`config.mk`:
```
export PLATFORM = sky130hd
export DESIGN_NAME = smx_div
export DESIGN_NICKNAME = d
export VERILOG_FILES = /design/src/hw/rtl/smx_pkg.sv /design/src/hw/rtl/smx_div.sv
export SDC_FILE = /design/constraint.sdc
export NUM_CORES = 1
export LEC_CHECK = 0
export BUFFER_PORTS_ARGS = -buffer_cell sky130_fd_sc_hd__buf_4
export CORE_UTILIZATION = 48
export DETAILED_ROUTE_END_ITERATION = 7
export PLACE_DENSITY_LB_ADDON = 0.05
export RECOVER_POWER = 100
export SLEW_MARGIN = 20
export SYNTH_ARGS = -nofsm -noshare
export SYNTH_HDL_FRONTEND = slang
export SYNTH_SLANG_ARGS = --single-unit
```
`constraint.sdc`:
```
create_clock -name aclk -period 10.4 [get_ports aclk]
set_clock_uncertainty 0.2 [all_clocks]
set_input_delay 0 -clock aclk [delete_from_list [all_inputs] [get_ports aclk]]
set_output_delay 0 -clock aclk [all_outputs]
set_load 0.02 [all_outputs]
```
`src/hw/rtl/smx_pkg.sv`:
```
// ----------------------------------------------------------------------------
// smx_pkg
// shared types and constants of the stack machine execute block
// ----------------------------------------------------------------------------
package smx_pkg;

    localparam int STACK_DEPTH = 64;
    localparam int NUM_REGS    = 8;
    localparam int RAM_WORDS   = 1024;

    localparam int SP_W   = $clog2(STACK_DEPTH);
    localparam int CNT_W  = $clog2(STACK_DEPTH + 1);
    localparam int REG_W  = (NUM_REGS > 1) ? $clog2(NUM_REGS) : 1;
    localparam int RAM_AW = $clog2(RAM_WORDS);

    typedef enum logic [3:0] {
        CMD_HALT = 4'd0,
        CMD_PSH  = 4'd1,
        CMD_POP  = 4'd2,
        CMD_ADD  = 4'd3,
        CMD_SUB  = 4'd4,
        CMD_MUL  = 4'd5,
        CMD_DIV  = 4'd6,
        CMD_OUT  = 4'd7,
        CMD_JLT  = 4'd8
    } cmd_t;

    typedef enum logic [2:0] {
        ERR_OK      = 3'd0,
        ERR_EMPTY   = 3'd1,
        ERR_FULL    = 3'd2,
        ERR_DIVZERO = 3'd3,
        ERR_ADDR    = 3'd4,
        ERR_CMD     = 3'd5
    } err_t;

    typedef struct packed {
        logic        start;
        logic [31:0] dividend;
        logic [31:0] divisor;
    } div_req_t;

    typedef struct packed {
        logic        done;
        logic [31:0] quotient;
    } div_rsp_t;

endpackage

```
`src/hw/rtl/smx_div.sv`:
```
// ----------------------------------------------------------------------------
// smx_div
// signed 32-bit restoring divider, one quotient bit per cycle, truncating
// ----------------------------------------------------------------------------
module smx_div (
    input  logic              aclk,
    input  logic              aresetn,
    input  smx_pkg::div_req_t req,
    output smx_pkg::div_rsp_t rsp
);
    import smx_pkg::*;

    logic [31:0] rem_reg, rem_next;
    logic [31:0] quo_reg, quo_next;
    logic [31:0] dvs_reg, dvs_next;
    logic        neg_reg, neg_next;
    logic [5:0]  cnt_reg, cnt_next;
    logic        busy_reg, busy_next;
    logic        done_reg, done_next;
    logic [32:0] trial;
    logic [31:0] ma;
    logic [31:0] mb;

    always_comb begin
        ma = req.dividend[31] ? (32'd0 - req.dividend) : req.dividend;
        mb = req.divisor[31] ? (32'd0 - req.divisor) : req.divisor;
        trial = {rem_reg, quo_reg[31]} - {1'b0, dvs_reg};
        rem_next = rem_reg;
        quo_next = quo_reg;
        dvs_next = dvs_reg;
        neg_next = neg_reg;
        cnt_next = cnt_reg;
        busy_next = busy_reg;
        done_next = 1'b0;
        if (req.start) begin
            rem_next = 32'd0;
            quo_next = ma;
            dvs_next = mb;
            neg_next = req.dividend[31] ^ req.divisor[31];
            cnt_next = 6'd0;
            busy_next = 1'b1;
        end else if (busy_reg) begin
            if (!trial[32]) begin
                rem_next = trial[31:0];
                quo_next = {quo_reg[30:0], 1'b1};
            end else begin
                rem_next = {rem_reg[30:0], quo_reg[31]};
                quo_next = {quo_reg[30:0], 1'b0};
            end
            cnt_next = cnt_reg + 6'd1;
            if (cnt_reg == 6'd31) begin
                busy_next = 1'b0;
                done_next = 1'b1;
            end
        end
    end

    always_ff @(posedge aclk) begin
        rem_reg <= rem_next;
        quo_reg <= quo_next;
        dvs_reg <= dvs_next;
        neg_reg <= neg_next;
        cnt_reg <= cnt_next;
        if (!aresetn) begin
            busy_reg <= 1'b0;
            done_reg <= 1'b0;
        end else begin
            busy_reg <= busy_next;
            done_reg <= done_next;
        end
    end

    assign rsp.done     = done_reg;
    assign rsp.quotient = neg_reg ? (32'd0 - quo_reg) : quo_reg;

endmodule

```
==> results.txt, run 1 <==
Status - finished with violations
Failing checks - max-capacitance violations, max-slew violations
I/O pin count - 100
Compound-Gate Fraction of Synth Area - 20.15%
Clock Sinks - 105
Cells after Synth - 864
Dpl hpwl - 12730 um
FF/Latch Area - 0.002754 sq mm
Grt total ovfl - 0
Commonest non-fill, non-tap cell in the layout - dlygate4sd3_1
Post-synthesis adder-cell area fraction - 6.075%
CP max FO - 74
Endpoint class of the critical path - flip-flop
Mapped Avg Cell Area - 8.963 sq um
Worst hold path type - in -> reg
P_int - 898.7 uW
Layout Nets - 1134
Mux share of post-synthesis cell area - 3.926%
Crit path time final - 5.974 ns
Via density - 5.494
Routed WL - 18240 um
Synth Register Bits - 105
First-pass GRT wire length - 30020 um
Worst-path cell chain - clkbuf_1, clkbuf_1, nand4b_1, dlygate4sd3_1, o22ai_1, dlygate4sd3_1
CTS Root Cell - clkbuf_16
Critical path's slowest cell - clkbuf_1
Die Wd - 129.0 um
Antenna Nets Post-Route - 0
Fillers - 1394
Max IR drop VDD - 94.44 uV
Die Footprint - 0.01664 sq mm
Worst-margin pin slew - 3.151 ns
Post-Synth XOR/XNOR Area - 13.80%
Hold Path Cell Cnt - 3
Most frequent cells in the layout - dlygate4sd3_1 (93), nor2_1 (82), xnor2_1 (80)
Final setup violation count - 0
Clock share of power - 25.1%
Synth area leader - edfxtp_1
CTS tree - built
Inserted Diodes - 0
Asr flop ratio synth - 0%
Simple-gate area share of the yosys netlist - 15.92%
DP Area - 0.008625 sq mm
GRT Util Overall - 22.48%
Fmax - 167.4 MHz
Comb power frac - 35.8%
EDFF count, synth - 65
Clock insertion delay at the later pin of the skew report - 0.35 ns
Max-slew violation count - 211
Sequential power share - 39.2%
Inst Count DP - 1142
Final hold violations - 0
Final setup TNS - 0 ns
Post-synth top area share - 25.21%
CTS Buf Count - 9
Largest family of logic cells by synthesized area - compound AO/OA/AOI/OAI gates
Mapped Nets - 968
Most used DFF post-synth - edfxtp_1
Via count of the first global-routing pass - 6490
Drt drc - 0
Chip height - 129.0 um
Pin count of the biggest net entering global routing - 75
Relative slew margins - -110.0%
Total core area - 0.01583 sq mm
Max cap viols - 4
Arr. time, crit path - 6.00 ns
Kind of critical path - in -> reg
Final worst setup slack - 4.426 ns
Sw Pwr - 457.8 uW
Unrepaired setup endpoints after global routing - false
Drt first-iter violations - 448
Row count - 46
Critical Path Max Stage Delay - 2.23 ns
Clock Tree Buf Depth - 2
Sw frac - 33.75%
Power Density - 139.8 mW/mm^2
Critical path required time - 10.42 ns
Total setup buffers inserted after CTS - 0
Share of the yosys chip area belonging to registers - 35.55%
Pleak - 0.003702 uW
Final worst-path cycle share - 57.45%
# port buffers - 99
Multi-input combinational cell area - 0.004631 sq mm
Synth warn - 0
Layout cell share with drive strength beyond 1 - 10.05%
Pre-CTS setup slack - 6.259 ns
Initial antenna violation count - 0
Clock Pin Slew Worst Setup and Hold Paths - 0.07 ns
Post-route cell area - 0.009701 sq mm
Post-Synthesis Cell Area - 0.007744 sq mm
Worst reg2reg path depth - 14
H-tree Lvls - 3
Netlist cell types - 65
Area growth syn-to-layout - 25.27%
Synth area leaders - edfxtp_1 (25%), dfxtp_1 (10%), xnor2_1 (9.2%), ha_1 (5.8%), xor2_1 (4.6%)
Vias - 6873
Routability cong. - 0.8485
DRT Pass-1 Iters - 5
Avg WL per Cell - 14.58 um
Startpoint types - input port
Starting density of the core - 48.92%
Non-Filler Instances - 1251
==> cells in the mapped netlist (3+ instances only) <==
cell       instances
a211oi_1          31
a21o_1            13
a21oi_1           65
a31oi_1            5
and3_1             3
buf_1              5
clkbuf_1          31
dfxtp_1           40
edfxtp_1          65
ha_1              36
inv_1             49
mux2_2             3
mux2i_1           27
nand2_1           53
nand2b_1          12
nand3_1           10
nand4_1            9
nor2_1            82
nor2b_1           10
nor3_1             5
o2111ai_1          4
o211ai_1           8
o21a_1             3
o21ai_0           49
o221ai_1           3
o22ai_1            3
o31a_1             3
o31ai_1           24
o41ai_1           11
or2_2              5
or3_1             20
or3_4              3
or4_1             10
or4_4              4
xnor2_1           81
xor2_1            41
==> area by class of cell <==
cell class | count | share of cell area [%]
inverters | 49 | 1.896
repair buffers | 196 | 16.10
clock buffers | 11 | 2.722
clock inverters | 5 | 0.3740
well taps | 216 | 2.786
flip-flops and latches | 105 | 28.39
multi-input cells | 669 | 47.74
==> critical path, delay by kind of cell <==
| kind | cells | cell delay, ns |
|---|---|---|
| buffers and inverters | 4 | 5.69 |
| AND/OR/NAND/NOR | 1 | 0.15 |
| AO/OA/AOI/OAI | 1 | 0.10 |
==> cells by family after synthesis <==
kind of cell / Yosys count
XOR/XNOR: 122
AO/OA/AOI/OAI: 238
buffers and inverters: 90
flip-flops: 105
multiplexers: 30
AND/OR/NAND/NOR: 242
adder cells (fa/ha/maj): 37
==> layer usage <==
metal / routed length, um / track usage (%) / part of all wire (%) / up-vias
li1: - / - / - / 3476
met2: 8591 / 38.60 / 47 / 175
met1: 8801 / 29.71 / 48 / 3201
met4: 293 / 7.682 / 1.6 / 0
met5: 0 / 0 / 0 / -
met3: 555 / 2.147 / 3.0 / 21
==> power groups by stage <==
stage                     logic, uW  clock network [uW]  registers (uW)
after floorplan                 338                   0             526
after global routing            534                 362             538
after CTS                       501                 347             530
final                           485                 340             531
after detailed placement        465                   0             540
after global placement          459                   0             537
==> what timing repair did <==
| action | in CTS | in global routing |
|---|---|---|
| resized for setup | 0 | 0 |
| hold endpoints to repair | 67 | 0 |
| hold buffers | 93 | 0 |
==> path summary, 6_finish.rpt <==
check | end | slack (ns) | start
worst min-delay path | busy_reg | 0.20 | aresetn
worst max register to register | rem_reg[0] | 4.84 | quo_reg[31]
worst min register to register | done_reg | 0.28 | cnt_reg[5]
worst max-delay path | quo_reg[31] | 4.43 | req[64]
==> through the flow <==
stage	util, %	total power, uW	hold slack (ns)
6_report	61.29	1356	0.1984
5_1_grt	61.29	1434	0.2274
4_1_cts	62.27	1379	0.04457
3_5_place_dp	54.49	1005	0.02080
3_3_place_gp	54.49	996.8	0.01866
2_1_floorplan	-	864.7	-0.1011
(Power assumes the default switching activity.)
==> run 2: changes to the inputs <==
==> constraint.sdc (replaced) <==
create_clock -name aclk -period 5.2 [get_ports aclk]
set_clock_uncertainty 0.2 [all_clocks]
set_input_delay 0 -clock aclk [delete_from_list [all_inputs] [get_ports aclk]]
set_output_delay 0 -clock aclk [all_outputs]
set_load 0.02 [all_outputs]
==> run 2 against run 1 <==
Effect of this change:
- largest power group unchanged
- die area stayed put
- core utilization grew 0.21 points
- count of clock-buffer cells in the layout is the same
- the run still ends with max-capacitance violations, max-slew violations left
- highest routed layer unchanged
- register-to-register slack worse by 4.0 ns
- via count fell by 0.28%
- combinational power rose by 99%
- total power grew 100%
- flip-flop and latch count unchanged
==> results.txt, run 2 (synthesis results as in run 1) <==
Max-slew violation count - 106
CTS Root Cell - clkbuf_16
Final setup TNS - 0 ns
Chip height - 129.0 um
Critical Path Max Stage Delay - 0.53 ns
Dpl hpwl - 13010 um
Multi-input combinational cell area - 0.004627 sq mm
Drt first-iter violations - 501
H-tree Lvls - 3
Clock Tree Buf Depth - 2
Total setup buffers inserted after CTS - 0
Routability cong. - 0.8924
Worst hold path type - in -> reg
Clock Pin Slew Worst Setup and Hold Paths - 0.08 ns
Relative slew margins - -113.1%
Vias - 6854
GRT Util Overall - 22.58%
Layout cell share with drive strength beyond 1 - 10.21%
Final worst-path cycle share - 87.10%
Sw frac - 34.03%
Kind of critical path - reg -> out
Total core area - 0.01583 sq mm
Max cap viols - 2
P_int - 1799 uW
Worst-path cell chain - or2_4, or4_1, or3_1, or3_1, or3_1, or4_1, or4_1, o31ai_4, xnor2_1, clkbuf_1
Via count of the first global-routing pass - 6442
CTS Buf Count - 9
Critical path required time - 5.00 ns
# port buffers - 99
Clock insertion delay at the later pin of the skew report - 0.36 ns
Inserted Diodes - 0
Fin util - 61.50%
Die Footprint - 0.01664 sq mm
CTS tree - built
Antenna Nets Post-Route - 0
Final setup violation count - 0
Crit path time final - 4.529 ns
Most frequent cells in the layout - dlygate4sd3_1 (95), nor2_1 (82), xnor2_1 (80), buf_4 (67)
Layout Nets - 1137
Via density - 5.466
Drt drc - 0
Clock Sinks - 105
Critical path's slowest cell - or4_1
Row count - 46
Commonest non-fill, non-tap cell in the layout - dlygate4sd3_1
Avg WL per Cell - 14.61 um
Comb power frac - 35.4%
Hold buffer count at CTS - 95
Fmax - 220.8 MHz
Unrepaired setup endpoints after global routing - false
Sequential power share - 39.1%
Max IR drop VDD - 169.4 uV
Failing checks - max-capacitance violations, max-slew violations
Post-route cell area - 0.009734 sq mm
FF/Latch Area - 0.002754 sq mm
Arr. time, crit path - 4.33 ns
Initial antenna violation count - 0
Sw Pwr - 927.9 uW
Grt total ovfl - 0
Area growth syn-to-layout - 25.71%
Power Density - 280.1 mW/mm^2
Cts repair resizes - 0
First-pass GRT wire length - 30030 um
Die Wd - 129.0 um
DRT Pass-1 Iters - 6
Clock share of power - 25.6%
Routed WL - 18320 um
Pleak - 0.003732 uW
Status - finished with violations
DP Area - 0.008632 sq mm
CP max FO - 4
Endpoint class of the critical path - primary output
Starting density of the core - 48.92%
Worst-margin pin slew - 3.197 ns
Startpoint types - flip-flop
I/O pin count - 100
Fillers - 1372
Pin count of the biggest net entering global routing - 73
Final hold violations - 0
==> run 2: final timing paths <==
path | start | endpoint | slack [ns] | depth (start not counted)
max | quo_reg[4] | rsp[28] | 0.67 | 10
min | aresetn | busy_reg | 0.20 | 3
max reg2reg | quo_reg[31] | rem_reg[0] | 0.87 | 13
min reg2reg | cnt_reg[5] | done_reg | 0.28 | 1
==> run 2: worst max-delay path, delay by kind of cell (launching register included) <==
kind / cells / cell delay (ns)
AND/OR/NAND/NOR: 7 / 2.96
flip-flops: 1 / 0.43
buffers and inverters: 1 / 0.24
AO/OA/AOI/OAI: 1 / 0.21
XOR/XNOR: 1 / 0.14
==> run 2: final cells by class <==
cell class / count / area share [%]
clock buffer: 11 / 2.712
clock inverter: 5 / 0.4242
inverter: 49 / 1.889
multi-input combinational: 669 / 47.53
sequential: 105 / 28.29
tap: 216 / 2.776
timing repair buffer: 199 / 16.38
==> run 2: metrics by stage <==
stage               setup WS, ns  power, uW  hold slack [ns]  std cells
floorplan                  1.387       1729          -0.1011        864
global route              0.4443       2889           0.2299       1254
CTS                       0.7654       2785          0.02165       1254
finish                    0.6708       2727           0.1997       1254
detailed placement         1.085       2014          0.01931       1143
global placement           1.224       1996          0.01625       1143
==> run 2: per-layer routing <==
layer	vias up	GRT usage (%)	share of wire [%]
met1	3205	29.57	48
met4	0	8.028	1.4
li1	3486	-	-
met5	-	0	0
met2	146	38.51	48
met3	17	2.725	2.8
==> run 2: power by group through the flow <==
stage          clock network [uW]  registers [uW]  logic, uW
6_report                      697            1070        964
5_1_grt                       747            1080       1060
4_1_cts                       715            1060       1010
3_5_place_dp                    0            1080        931
3_3_place_gp                    0            1080        918
2_1_floorplan                   0            1050        676
